===== src/hdl/ivsm_pkg.sv =====
`timescale 1ns / 1ps

package ivsm_pkg;

  localparam int unsigned OP_W       = 2;
  localparam int unsigned SRC_W      = 5;
  localparam int unsigned ADDR_W     = 32;
  localparam int unsigned PRIO_W     = 5;
  localparam int unsigned STATUS_W   = 3;
  localparam int unsigned SLOT_OUT_W = 4;
  // internal index widths, wide enough for the largest supported table sizes
  localparam int unsigned SLOT_IDX_W = 5;
  localparam int unsigned SRC_IDX_W  = 6;

  typedef enum logic [OP_W-1:0] {
    OP_CLEAR = 2'd0,
    OP_SET   = 2'd1,
    OP_MOVE  = 2'd2,
    OP_QUERY = 2'd3
  } op_e;

  typedef enum logic [STATUS_W-1:0] {
    ST_OK         = 3'd0,
    ST_FULL       = 3'd1,
    ST_UNASSIGNED = 3'd2,
    ST_RANGE      = 3'd3,
    ST_SAME       = 3'd4
  } status_e;

  typedef struct packed {
    status_e                 status;
    logic                    valid;
    logic [SLOT_OUT_W-1:0]   slot;
    logic [ADDR_W-1:0]       handler;
  } result_t;

  typedef struct packed {
    logic                    clear;
    logic                    mem_we;
    logic                    en_we;
    logic                    en_val;
    logic [SLOT_IDX_W-1:0]   waddr;
    logic [SRC_W-1:0]        wsource;
    logic [ADDR_W-1:0]       waddress;
    logic [SLOT_IDX_W-1:0]   raddr;
  } slot_req_t;

  typedef struct packed {
    logic [SRC_W-1:0]        rsource;
    logic [ADDR_W-1:0]       raddress;
    logic                    ren;
    logic                    free_found;
    logic [SLOT_IDX_W-1:0]   free_idx;
  } slot_rsp_t;

  typedef struct packed {
    logic                    clear;
    logic                    we;
    logic [SRC_IDX_W-1:0]    waddr;
    logic [SLOT_IDX_W-1:0]   wslot;
    logic [SRC_IDX_W-1:0]    raddr;
  } map_req_t;

  typedef struct packed {
    logic                    rhas;
    logic [SLOT_IDX_W-1:0]   rslot;
  } map_rsp_t;

endpackage


===== src/hdl/ivsm_if.sv =====
`timescale 1ns / 1ps

interface ivsm_cmd_if import ivsm_pkg::*; ();
  logic                valid;
  logic                ready;
  logic [OP_W-1:0]     opcode;
  logic [SRC_W-1:0]    irq_source;
  logic [ADDR_W-1:0]   handler_address;
  logic [PRIO_W-1:0]   priority_req;

  modport source (output valid, opcode, irq_source, handler_address, priority_req, input ready);
  modport sink   (input valid, opcode, irq_source, handler_address, priority_req, output ready);
endinterface

interface ivsm_rsp_if import ivsm_pkg::*; ();
  logic                  valid;
  logic                  ready;
  logic [STATUS_W-1:0]   status;
  logic                  slot_valid;
  logic [SLOT_OUT_W-1:0] slot;
  logic [ADDR_W-1:0]     slot_handler;

  modport source (output valid, status, slot_valid, slot, slot_handler, input ready);
  modport sink   (input valid, status, slot_valid, slot, slot_handler, output ready);
endinterface


===== src/hdl/interrupt_vector_slot_manager_unit.sv =====
`timescale 1ns / 1ps

// Interrupt vector slot manager. Keeps SLOT_COUNT vector slots (slot number is
// priority) and a source-to-slot map for SOURCE_COUNT sources.
// cmd_i: one command per transaction (clear, set handler, move, query).
// rsp_o: one result per command: status, whether the source holds a slot,
// that slot and its handler address after the command.
// Where a command finishes and its result is registered for output:
//   clear, set handler and commands rejected as unassigned or full: S_LOOKUP
//   query and moves rejected for range or same slot: S_FETCH
//   successful move: S_SWAP
// A new command is taken only in S_IDLE, once the last one is finished. The
// steps follow the slot memory, which reads one entry a cycle: a move reads
// the target and the source's own slot and writes both back one after the
// other, after a lookup in the map memory.
// Reset clears all enable and map-valid flip-flops at once; the table is
// empty right after reset and no clearing pass is needed.
// A stalled rsp_o holds its result; the next command can still be accepted
// and is finished into a holding register until the output frees up.
module interrupt_vector_slot_manager_unit import ivsm_pkg::*; #(
  parameter int unsigned SLOT_COUNT   = 16,
  parameter int unsigned SOURCE_COUNT = 32
) (
  input  logic       clk_i,
  input  logic       rst_ni,
  ivsm_cmd_if.sink   cmd_i,
  ivsm_rsp_if.source rsp_o
);

  slot_req_t slot_req;
  slot_rsp_t slot_rsp;
  map_req_t  map_req;
  map_rsp_t  map_rsp;

  ivsm_slot_store #(
    .SLOT_COUNT (SLOT_COUNT)
  ) u_slot_store (
    .clk_i  (clk_i),
    .rst_ni (rst_ni),
    .req_i  (slot_req),
    .rsp_o  (slot_rsp)
  );

  ivsm_map_store #(
    .SLOT_COUNT   (SLOT_COUNT),
    .SOURCE_COUNT (SOURCE_COUNT)
  ) u_map_store (
    .clk_i  (clk_i),
    .rst_ni (rst_ni),
    .req_i  (map_req),
    .rsp_o  (map_rsp)
  );

  ivsm_ctrl #(
    .SLOT_COUNT   (SLOT_COUNT),
    .SOURCE_COUNT (SOURCE_COUNT)
  ) u_ctrl (
    .clk_i      (clk_i),
    .rst_ni     (rst_ni),
    .cmd_i      (cmd_i),
    .rsp_o      (rsp_o),
    .slot_req_o (slot_req),
    .slot_rsp_i (slot_rsp),
    .map_req_o  (map_req),
    .map_rsp_i  (map_rsp)
  );

endmodule


===== src/hdl/ivsm_slot_store.sv =====
`timescale 1ns / 1ps

module ivsm_slot_store import ivsm_pkg::*; #(
  parameter int unsigned SLOT_COUNT = 16
) (
  input  logic      clk_i,
  input  logic      rst_ni,
  input  slot_req_t req_i,
  output slot_rsp_t rsp_o
);

  localparam int unsigned SlotW = (SLOT_COUNT > 1) ? $clog2(SLOT_COUNT) : 1;

  typedef struct packed {
    logic [SRC_W-1:0]  src;
    logic [ADDR_W-1:0] addr;
  } entry_t;

  entry_t                mem_q [SLOT_COUNT];
  entry_t                rd_q;
  logic [SLOT_COUNT-1:0] en_q;
  logic                  ren_q;
  logic                  free_found_d, free_found_q;
  logic [SlotW-1:0]      free_idx_d, free_idx_q;
  logic [SlotW-1:0]      waddr, raddr;

  assign waddr = req_i.waddr[SlotW-1:0];
  assign raddr = req_i.raddr[SlotW-1:0];

  // contents only matter while the enable bit is set, so no clear is needed
  always_ff @(posedge clk_i) begin
    if (req_i.mem_we) begin
      mem_q[waddr] <= '{src: req_i.wsource, addr: req_i.waddress};
    end
    rd_q <= mem_q[raddr];
  end

  always_ff @(posedge clk_i or negedge rst_ni) begin
    if (!rst_ni) begin
      en_q  <= '0;
      ren_q <= 1'b0;
    end else begin
      if (req_i.clear) begin
        en_q <= '0;
      end else if (req_i.en_we) begin
        en_q[waddr] <= req_i.en_val;
      end
      ren_q <= en_q[raddr];
    end
  end

  // lowest free slot, registered for the next lookup
  always_comb begin
    free_found_d = 1'b0;
    free_idx_d   = '0;
    for (int i = SLOT_COUNT - 1; i >= 0; i--) begin
      if (!en_q[i]) begin
        free_found_d = 1'b1;
        free_idx_d   = SlotW'(i);
      end
    end
  end

  always_ff @(posedge clk_i or negedge rst_ni) begin
    if (!rst_ni) begin
      free_found_q <= 1'b0;
      free_idx_q   <= '0;
    end else begin
      free_found_q <= free_found_d;
      free_idx_q   <= free_idx_d;
    end
  end

  assign rsp_o.rsource    = rd_q.src;
  assign rsp_o.raddress   = rd_q.addr;
  assign rsp_o.ren        = ren_q;
  assign rsp_o.free_found = free_found_q;
  assign rsp_o.free_idx   = SLOT_IDX_W'(free_idx_q);

endmodule


===== src/hdl/ivsm_map_store.sv =====
`timescale 1ns / 1ps

module ivsm_map_store import ivsm_pkg::*; #(
  parameter int unsigned SLOT_COUNT   = 16,
  parameter int unsigned SOURCE_COUNT = 32
) (
  input  logic     clk_i,
  input  logic     rst_ni,
  input  map_req_t req_i,
  output map_rsp_t rsp_o
);

  localparam int unsigned SlotW = (SLOT_COUNT > 1) ? $clog2(SLOT_COUNT) : 1;
  localparam int unsigned SrcW  = (SOURCE_COUNT > 1) ? $clog2(SOURCE_COUNT) : 1;

  logic [SlotW-1:0]        mem_q [SOURCE_COUNT];
  logic [SlotW-1:0]        rd_q;
  logic [SOURCE_COUNT-1:0] has_q;
  logic                    rhas_q;
  logic [SrcW-1:0]         waddr, raddr;

  assign waddr = req_i.waddr[SrcW-1:0];
  assign raddr = req_i.raddr[SrcW-1:0];

  always_ff @(posedge clk_i) begin
    if (req_i.we) begin
      mem_q[waddr] <= req_i.wslot[SlotW-1:0];
    end
    rd_q <= mem_q[raddr];
  end

  // every map write leaves the source holding a slot
  always_ff @(posedge clk_i or negedge rst_ni) begin
    if (!rst_ni) begin
      has_q  <= '0;
      rhas_q <= 1'b0;
    end else begin
      if (req_i.clear) begin
        has_q <= '0;
      end else if (req_i.we) begin
        has_q[waddr] <= 1'b1;
      end
      rhas_q <= has_q[raddr];
    end
  end

  assign rsp_o.rhas  = rhas_q;
  assign rsp_o.rslot = SLOT_IDX_W'(rd_q);

endmodule


===== src/hdl/ivsm_ctrl.sv =====
`timescale 1ns / 1ps

module ivsm_ctrl import ivsm_pkg::*; #(
  parameter int unsigned SLOT_COUNT   = 16,
  parameter int unsigned SOURCE_COUNT = 32
) (
  input  logic              clk_i,
  input  logic              rst_ni,
  ivsm_cmd_if.sink          cmd_i,
  ivsm_rsp_if.source        rsp_o,
  output slot_req_t         slot_req_o,
  input  slot_rsp_t         slot_rsp_i,
  output map_req_t          map_req_o,
  input  map_rsp_t          map_rsp_i
);

  localparam logic [PRIO_W:0]  SlotLimit = (PRIO_W + 1)'(SLOT_COUNT);
  localparam logic [SRC_W+1:0] SrcLimit  = (SRC_W + 2)'(SOURCE_COUNT);

  typedef enum logic [4:0] {
    S_IDLE   = 5'b00001,
    S_LOOKUP = 5'b00010,
    S_FETCH  = 5'b00100,
    S_SWAP   = 5'b01000,
    S_HOLD   = 5'b10000
  } state_e;

  state_e                state_d, state_q;
  op_e                   op_d, op_q;
  logic [SRC_W-1:0]      src_d, src_q;
  logic [ADDR_W-1:0]     addr_d, addr_q;
  logic [PRIO_W-1:0]     prio_d, prio_q;
  logic [SLOT_IDX_W-1:0] from_d, from_q;
  logic                  to_en_d, to_en_q;
  logic [SRC_W-1:0]      to_src_d, to_src_q;
  logic [ADDR_W-1:0]     to_addr_d, to_addr_q;
  result_t               res_d, res_q;
  result_t               out_d, out_q;
  logic                  out_valid_d, out_valid_q;
  result_t               fin_res;
  logic                  finish, out_free, src_ok, prio_ok;
  slot_req_t             slot_req;
  map_req_t              map_req;

  assign src_ok   = {2'b00, src_q} < SrcLimit;
  assign prio_ok  = {1'b0, prio_q} < SlotLimit;
  assign out_free = !out_valid_q || rsp_o.ready;

  always_comb begin
    state_d     = state_q;
    op_d        = op_q;
    src_d       = src_q;
    addr_d      = addr_q;
    prio_d      = prio_q;
    from_d      = from_q;
    to_en_d     = to_en_q;
    to_src_d    = to_src_q;
    to_addr_d   = to_addr_q;
    res_d       = res_q;
    out_d       = out_q;
    out_valid_d = out_valid_q && !rsp_o.ready;
    finish      = 1'b0;
    fin_res     = '{status: ST_OK, valid: 1'b0, slot: '0, handler: '0};
    slot_req       = '0;
    slot_req.raddr = from_q;
    map_req        = '0;
    map_req.raddr  = SRC_IDX_W'(src_q);

    unique case (state_q)
      S_IDLE: begin
        // reads go out with the transaction so data is there in S_LOOKUP
        slot_req.raddr = SLOT_IDX_W'(cmd_i.priority_req);
        map_req.raddr  = SRC_IDX_W'(cmd_i.irq_source);
        if (cmd_i.valid) begin
          op_d    = op_e'(cmd_i.opcode);
          src_d   = cmd_i.irq_source;
          addr_d  = cmd_i.handler_address;
          prio_d  = cmd_i.priority_req;
          state_d = S_LOOKUP;
        end
      end

      S_LOOKUP: begin
        from_d    = map_rsp_i.rslot;
        to_en_d   = slot_rsp_i.ren;
        to_src_d  = slot_rsp_i.rsource;
        to_addr_d = slot_rsp_i.raddress;
        if (op_q == OP_CLEAR) begin
          slot_req.clear = 1'b1;
          map_req.clear  = 1'b1;
          finish         = 1'b1;
        end else if (!src_ok || !map_rsp_i.rhas && op_q != OP_SET) begin
          fin_res.status = ST_UNASSIGNED;
          finish         = 1'b1;
        end else if (op_q == OP_SET) begin
          if (map_rsp_i.rhas || slot_rsp_i.free_found) begin
            slot_req.waddr    = map_rsp_i.rhas ? map_rsp_i.rslot : slot_rsp_i.free_idx;
            slot_req.mem_we   = 1'b1;
            slot_req.en_we    = 1'b1;
            slot_req.en_val   = 1'b1;
            slot_req.wsource  = src_q;
            slot_req.waddress = addr_q;
            map_req.we        = 1'b1;
            map_req.waddr     = SRC_IDX_W'(src_q);
            map_req.wslot     = slot_req.waddr;
            fin_res.valid     = 1'b1;
            fin_res.slot      = SLOT_OUT_W'(slot_req.waddr);
            fin_res.handler   = addr_q;
          end else begin
            fin_res.status = ST_FULL;
          end
          finish = 1'b1;
        end else begin
          // move or query of an assigned source: fetch its own slot
          slot_req.raddr = map_rsp_i.rslot;
          state_d        = S_FETCH;
        end
      end

      S_FETCH: begin
        fin_res.valid   = 1'b1;
        fin_res.slot    = SLOT_OUT_W'(from_q);
        fin_res.handler = slot_rsp_i.raddress;
        if (op_q == OP_QUERY) begin
          finish = 1'b1;
        end else if (!prio_ok) begin
          fin_res.status = ST_RANGE;
          finish         = 1'b1;
        end else if (from_q == prio_q) begin
          fin_res.status = ST_SAME;
          finish         = 1'b1;
        end else begin
          // the source lands in the target slot
          slot_req.waddr    = prio_q;
          slot_req.mem_we   = 1'b1;
          slot_req.en_we    = 1'b1;
          slot_req.en_val   = 1'b1;
          slot_req.wsource  = src_q;
          slot_req.waddress = slot_rsp_i.raddress;
          map_req.we        = 1'b1;
          map_req.waddr     = SRC_IDX_W'(src_q);
          map_req.wslot     = prio_q;
          fin_res.slot      = SLOT_OUT_W'(prio_q);
          res_d             = fin_res;
          state_d           = S_SWAP;
        end
      end

      S_SWAP: begin
        // old slot takes the displaced occupant, or is freed
        slot_req.waddr  = from_q;
        slot_req.en_we  = 1'b1;
        slot_req.en_val = to_en_q;
        if (to_en_q) begin
          slot_req.mem_we   = 1'b1;
          slot_req.wsource  = to_src_q;
          slot_req.waddress = to_addr_q;
          map_req.we        = 1'b1;
          map_req.waddr     = SRC_IDX_W'(to_src_q);
          map_req.wslot     = from_q;
        end
        fin_res = res_q;
        finish  = 1'b1;
      end

      S_HOLD: begin
        fin_res = res_q;
        finish  = 1'b1;
      end

      default: begin
        state_d = S_IDLE;
      end
    endcase

    if (finish) begin
      if (out_free) begin
        out_d       = fin_res;
        out_valid_d = 1'b1;
        state_d     = S_IDLE;
      end else begin
        res_d   = fin_res;
        state_d = S_HOLD;
      end
    end
  end

  always_ff @(posedge clk_i or negedge rst_ni) begin
    if (!rst_ni) begin
      state_q     <= S_IDLE;
      out_valid_q <= 1'b0;
    end else begin
      state_q     <= state_d;
      out_valid_q <= out_valid_d;
    end
  end

  always_ff @(posedge clk_i) begin
    op_q      <= op_d;
    src_q     <= src_d;
    addr_q    <= addr_d;
    prio_q    <= prio_d;
    from_q    <= from_d;
    to_en_q   <= to_en_d;
    to_src_q  <= to_src_d;
    to_addr_q <= to_addr_d;
    res_q     <= res_d;
    out_q     <= out_d;
  end

  assign slot_req_o = slot_req;
  assign map_req_o  = map_req;

  assign cmd_i.ready        = (state_q == S_IDLE);
  assign rsp_o.valid        = out_valid_q;
  assign rsp_o.status       = out_q.status;
  assign rsp_o.slot_valid   = out_q.valid;
  assign rsp_o.slot         = out_q.slot;
  assign rsp_o.slot_handler = out_q.handler;

endmodule

===== src/flat_wrapper.sv =====
// flat-port wrapper written by rule: the top's interface ports become plain ports
module interrupt_vector_slot_manager_unit_flat import ivsm_pkg::*;
#(
  parameter int unsigned SLOT_COUNT   = 16,
  parameter int unsigned SOURCE_COUNT = 32
)
  (clk_i, rst_ni, cmd_i_valid, cmd_i_opcode, cmd_i_irq_source, cmd_i_handler_address, cmd_i_priority_req, cmd_i_ready, rsp_o_valid, rsp_o_status, rsp_o_slot_valid, rsp_o_slot, rsp_o_slot_handler, rsp_o_ready);
  ivsm_cmd_if cmd_i_i ();
  ivsm_rsp_if rsp_o_i ();
  input  logic clk_i;
  input  logic rst_ni;
  input wire logic [$bits(cmd_i_i.valid)-1:0] cmd_i_valid;
  input wire logic [$bits(cmd_i_i.opcode)-1:0] cmd_i_opcode;
  input wire logic [$bits(cmd_i_i.irq_source)-1:0] cmd_i_irq_source;
  input wire logic [$bits(cmd_i_i.handler_address)-1:0] cmd_i_handler_address;
  input wire logic [$bits(cmd_i_i.priority_req)-1:0] cmd_i_priority_req;
  output wire logic [$bits(cmd_i_i.ready)-1:0] cmd_i_ready;
  output wire logic [$bits(rsp_o_i.valid)-1:0] rsp_o_valid;
  output wire logic [$bits(rsp_o_i.status)-1:0] rsp_o_status;
  output wire logic [$bits(rsp_o_i.slot_valid)-1:0] rsp_o_slot_valid;
  output wire logic [$bits(rsp_o_i.slot)-1:0] rsp_o_slot;
  output wire logic [$bits(rsp_o_i.slot_handler)-1:0] rsp_o_slot_handler;
  input wire logic [$bits(rsp_o_i.ready)-1:0] rsp_o_ready;
  assign cmd_i_i.valid = cmd_i_valid;
  assign cmd_i_i.opcode = cmd_i_opcode;
  assign cmd_i_i.irq_source = cmd_i_irq_source;
  assign cmd_i_i.handler_address = cmd_i_handler_address;
  assign cmd_i_i.priority_req = cmd_i_priority_req;
  assign cmd_i_ready = cmd_i_i.ready;
  assign rsp_o_valid = rsp_o_i.valid;
  assign rsp_o_status = rsp_o_i.status;
  assign rsp_o_slot_valid = rsp_o_i.slot_valid;
  assign rsp_o_slot = rsp_o_i.slot;
  assign rsp_o_slot_handler = rsp_o_i.slot_handler;
  assign rsp_o_i.ready = rsp_o_ready;
  interrupt_vector_slot_manager_unit #(.SLOT_COUNT(SLOT_COUNT), .SOURCE_COUNT(SOURCE_COUNT)) u_core (.clk_i(clk_i), .rst_ni(rst_ni), .cmd_i(cmd_i_i), .rsp_o(rsp_o_i));
endmodule

===== config.mk =====
export PLATFORM = sky130hd
export DESIGN_NAME = interrupt_vector_slot_manager_unit_flat
export DESIGN_NICKNAME = d
export VERILOG_FILES = /design/src/hdl/ivsm_pkg.sv /design/src/hdl/ivsm_if.sv /design/src/hdl/interrupt_vector_slot_manager_unit.sv /design/src/hdl/ivsm_slot_store.sv /design/src/hdl/ivsm_map_store.sv /design/src/hdl/ivsm_ctrl.sv /design/src/flat_wrapper.sv
export SDC_FILE = /design/constraint.sdc
export NUM_CORES = 1
export LEC_CHECK = 0
export ABC_AREA = 1
export CORE_UTILIZATION = 39
export DETAILED_ROUTE_END_ITERATION = 10
export DONT_BUFFER_PORTS = 1
export MAX_ROUTING_LAYER = met4
export SYNTH_ARGS = -nofsm -noshare
export SYNTH_HDL_FRONTEND = slang
export SYNTH_SLANG_ARGS = --single-unit

===== constraint.sdc =====
create_clock -name clk_i -period 5 [get_ports clk_i]
set_clock_uncertainty 0.15 [all_clocks]
set_input_delay 1 -clock clk_i [delete_from_list [all_inputs] [get_ports clk_i]]
set_output_delay 1 -clock clk_i [all_outputs]
set_load 0.05 [all_outputs]

==> flow_results.org <==
** Synth
- The share of the synthesized area in compound gates (AO/OA/AOI/OAI) came to 0.03022.
- Of all cell types, the one taking the most synthesized area is sky130_fd_sc_hd__edfxtp_1.
- Distinct cell type count after synthesis :: 37
- Multiplexer area fraction after synthesis :: 0
- After synthesis, the largest family of logic cells by area is simple AND/OR/NAND/NOR gates.
- The synthesized netlist occupies a cell area of around 0.042 mm2.
- During synthesis, Yosys emitted a total of 0 warnings.
- Average cell area after synthesis :: 10.43 um2
- The share of the Yosys chip area taken by registers is 0.6768.
- FF+latch count, synth :: between 900 and 1k
- Basic-gate share of the synthesized area counting and, or, nand and nor cells :: 0.2157
- The number of nets handed over by synthesis was 4094.
- Synth top area share :: 0.6021
- In the post-synthesis netlist, the biggest area contributors are sky130_fd_sc_hd__edfxtp_1 60%, sky130_fd_sc_hd__nand2_1 9.4%, sky130_fd_sc_hd__nand3_1 7.7%.
- Of the total synthesized cell area, the portion taken by XOR and XNOR cells is 0.0006228.
- Instance count of the mapped netlist :: 4046
- Share of synthesized cell area in full adder, half adder and majority cells :: 0

** Routing
- Starting DRC count in detailed routing :: 2911
- The first detailed-routing pass ran for 6 iterations.
- Routed WL per cell :: 20.19 um
- The routed design has 111.0 mm of wire.
- Vias after detailed routing :: between 20k and 30k
- DR vias/cell :: 5.152
- The detail route stage leaves a number of antenna-violating nets equal to 0.
- DR DRC count :: 0

** Setup path
- On the worst path, the slowest cell contributes a delay of 0.70 ns.
- Data required time of the critical path :: 5.47 ns
- Cell with the biggest individual delay on the critical path :: sky130_fd_sc_hd__nand3_4
- Most frequent cell on the critical path :: sky130_fd_sc_hd__nand3_1
- Arr. time, crit path :: 4.25 ns
- CP Launch Type :: register
- Element type at the critical path end :: register
- By startpoint and endpoint, the worst setup path is classified as register to register.
- Walking the worst path, the cells encountered are inv_1, nor2_1, nand3_2, inv_1, nand2_1, nand3_4, buf_4, nand3_1, nand3_1, nand3_1, nand2_1.
- Along the worst path, the maximum fanout reaches 56.

** Floorplan
- In this run the standard cell core region covers approximately 0.11 mm2.
- In this run the count of I/O pins placed on the die edge is 90.
- The die is between 300 and 400 um wide.
- The die covers around 0.11 mm2.
- Die Y :: 330.9 um
- The initialized floorplan defines between 100 and 150 standard-cell rows.
- Initial standard-cell utilization of the core :: 0.3936

** Min path
- Type of the tightest min-delay check :: input port to async pin

** Timing
- Setup repair after global routing left no endpoint under its margin.
- Peak Freq :: 264.9 MHz
- The final count of hold timing violations came to 0.
- Final Max Tran Viols :: 0
- Crit path setup slack, layout :: roughly 1.2 ns
- Setup total negative slack on the finished layout was measured at 0 ns.
- Crit share post-route :: 0.7551
- Setup-violating endpoint count in the final report :: 0
- Measured slew at the worst slew-check pin :: around 1.2 ns
- Measured against its own limit, the worst slew margin works out to 0.2236.
- After layout, the minimum clock period comes to 3.776 ns.

** Outcome
- Outcome :: finished, final reports clean

** Clock tree
- Number of buffers created by CTS :: 99
- Clock-pin slew of the registers on the worst-case setup and hold paths :: 0.06 ns
- The clock reaches the later pin of the worst-skew pair after 0.67 ns.
- Clock tree buffer depth :: 3
- In this run the clock root is driven by a sky130_fd_sc_hd__clkbuf_16.
- The H-tree was split into 3 levels.
- For this design, the sink count on the clock tree is 988.
- TritonCTS built the clock tree.
- CTS resizes :: 0

** Global routing
- Antenna violations before repair :: 2
- The via count of the first global-routing pass was 26.68k.
- Overall Global Routing Usage :: 0.2074
- Global-route wire length before repair :: 166.4 mm
- Pin count of the biggest net entering global routing :: 221
- Global route overflow :: 0

** Cells and area
- Fill cells in the final layout number 9920.
- Final Non-Filler Cells :: 5498
- Most common cell after layout, fill and taps aside :: sky130_fd_sc_hd__nand2_1
- In the layout the commonest cells are 1054 x sky130_fd_sc_hd__nand2_1, 846 x sky130_fd_sc_hd__edfxtp_1, 642 x sky130_fd_sc_hd__nand3_1.
- Relative to the synthesized area, the layout overhead comes to 12.38%.
- Of the cells placed in the final design, the portion with a size suffix greater than 1 is 0.06789.
- 0 antenna diodes ended up in the layout.
- Measured on the finished design, the core utilization comes to 0.4423.
- Final net count :: 4058

** Pwr
- Across the VDD grid, the largest voltage drop is 0.0006951 V.
- Dividing total power by cell area gives a power density of 554.6 mW/mm2.
- Total leakage power :: just under 20 nW

** Place
- Count of input and output buffers :: 0
- HPWL after detailed placement :: 62.86 mm
- OpenSTA, run right after detailed placement, puts the worst setup slack at about 1.2 ns.
- The number of placed instances, taps included, is 5310.
- The congestion estimate from routability-driven global placement came to 0.8753.

** Job
- The tool flagged a number of max-cap violations equal to 0.
[cells by family (layout without fill, tap and decap cells)]
| group | after synthesis | after routing |
|---|---|---|
| compound gates | 217 | 217 |
| flops | 988 | 988 |
| xor+xnor | 3 | 3 |
| simple gates | 2018 | 2018 |
| buf+inv | 820 | 869 |
[cell usage after synthesis, drive strengths merged]
| library cell | number |
|---|---|
| edfxtp | 846 |
| nor4 | 2 |
| and3 | 1 |
| a221oi | 2 |
| o21ai | 86 |
| o211ai | 53 |
| dfxtp | 81 |
| clkbuf | 83 |
| nor2 | 131 |
| a31oi | 5 |
| dfrtp | 60 |
| xor2 | 3 |
| nor3 | 9 |
| a21oi | 56 |
| inv | 613 |
| a32o | 1 |
| o22ai | 2 |
| nand4 | 6 |
| dfstp | 1 |
| nor3b | 7 |
| nand2 | 1062 |
| clkinv | 2 |
| o311ai | 1 |
| nand3 | 648 |
| nand3b | 152 |
| buf | 122 |
| a211oi | 11 |
[layout make-up]
type                       instances  area, um2  area share
inverter                         615       2312     0.04877
clock buffer                     137       2803     0.05911
multi-input combinational       2238      10610      0.2239
clock inverter                    49      593.1     0.01251
sequential                       988      28550      0.6022
timing repair buffer              68      783.3     0.01652
tap                             1403       1755     0.03702
[state kept, by name (all words and copies together) (netlist names), 16 cells and up]
signal / cells
u_core.u_slot_store.mem_q: 592
u_core.u_map_store.mem_q: 128
u_core.u_ctrl.res_q: 40
u_core.u_slot_store.rsp_o: 37
u_core.u_ctrl.addr_q: 32
u_core.u_ctrl.rsp_o.slot_handler: 32
u_core.u_ctrl.to_addr_q: 32
u_core.u_map_store.has_q: 32
u_core.u_slot_store.en_q: 16
[per-layer routing]
metal  global-route usage  part of all wire  up-vias
met4              0.06143             0.024        0
li1                     -                 -    13390
met3              0.03138             0.078      177
met2               0.3162              0.45     1095
met5                    -                 0        -
met1               0.2864              0.45    13670
[power by group]
part	total [mW]	internal, mW	switching, mW
logic	8.30	2.35	5.96
clock network	7.73	4.55	3.19
registers	10.3	9.64	0.617
[final timing paths]
kind                                               start                            end  slack [ns]  depth (start not counted)
max                             u_core.u_ctrl.state_q[0]  u_core.u_slot_store.rsp_o[13]        1.22                         11
min                                               rst_ni   u_core.u_map_store.has_q[19]        0.06                          1
max reg2reg                     u_core.u_ctrl.state_q[0]  u_core.u_slot_store.rsp_o[13]        1.22                         11
min reg2reg                u_core.u_slot_store.rsp_o[41]      u_core.u_ctrl.to_src_q[2]        0.25                          0
max in group asynchronous                         rst_ni       u_core.u_ctrl.state_q[0]        4.00                          1
min in group clk_i         u_core.u_slot_store.rsp_o[41]      u_core.u_ctrl.to_src_q[2]        0.25                          0
[worst max-delay path, delay by kind of cell, from the launching register on]
| kind | cells | cell delay, ns |
|---|---|---|
| buffers and inverters | 3 | 1.08 |
| AND/OR/NAND/NOR | 8 | 1.92 |
| flip-flops | 1 | 0.53 |
[what timing repair did]
item / in CTS / in global routing
setup buffers: 0 / 0
hold buffers: 2 / 0
endpoints found under the setup margin: 0 / 0
hold endpoints to repair: 60 / 0
[per-stage QoR]
step | total power, mW | cell area (um2) | hold WS [ns]
2_1_floorplan | 15.97 | 42190 | 0.2355
3_3_place_gp | 18.58 | 43980 | 0.2415
4_1_cts | 26.39 | 47410 | 0.04728
6_report | 26.29 | 47410 | 0.05692
3_5_place_dp | 18.66 | 43980 | 0.2410
5_1_grt | 27.68 | 47410 | 0.06998
Note: power is estimated with default switching activity, not from simulation.
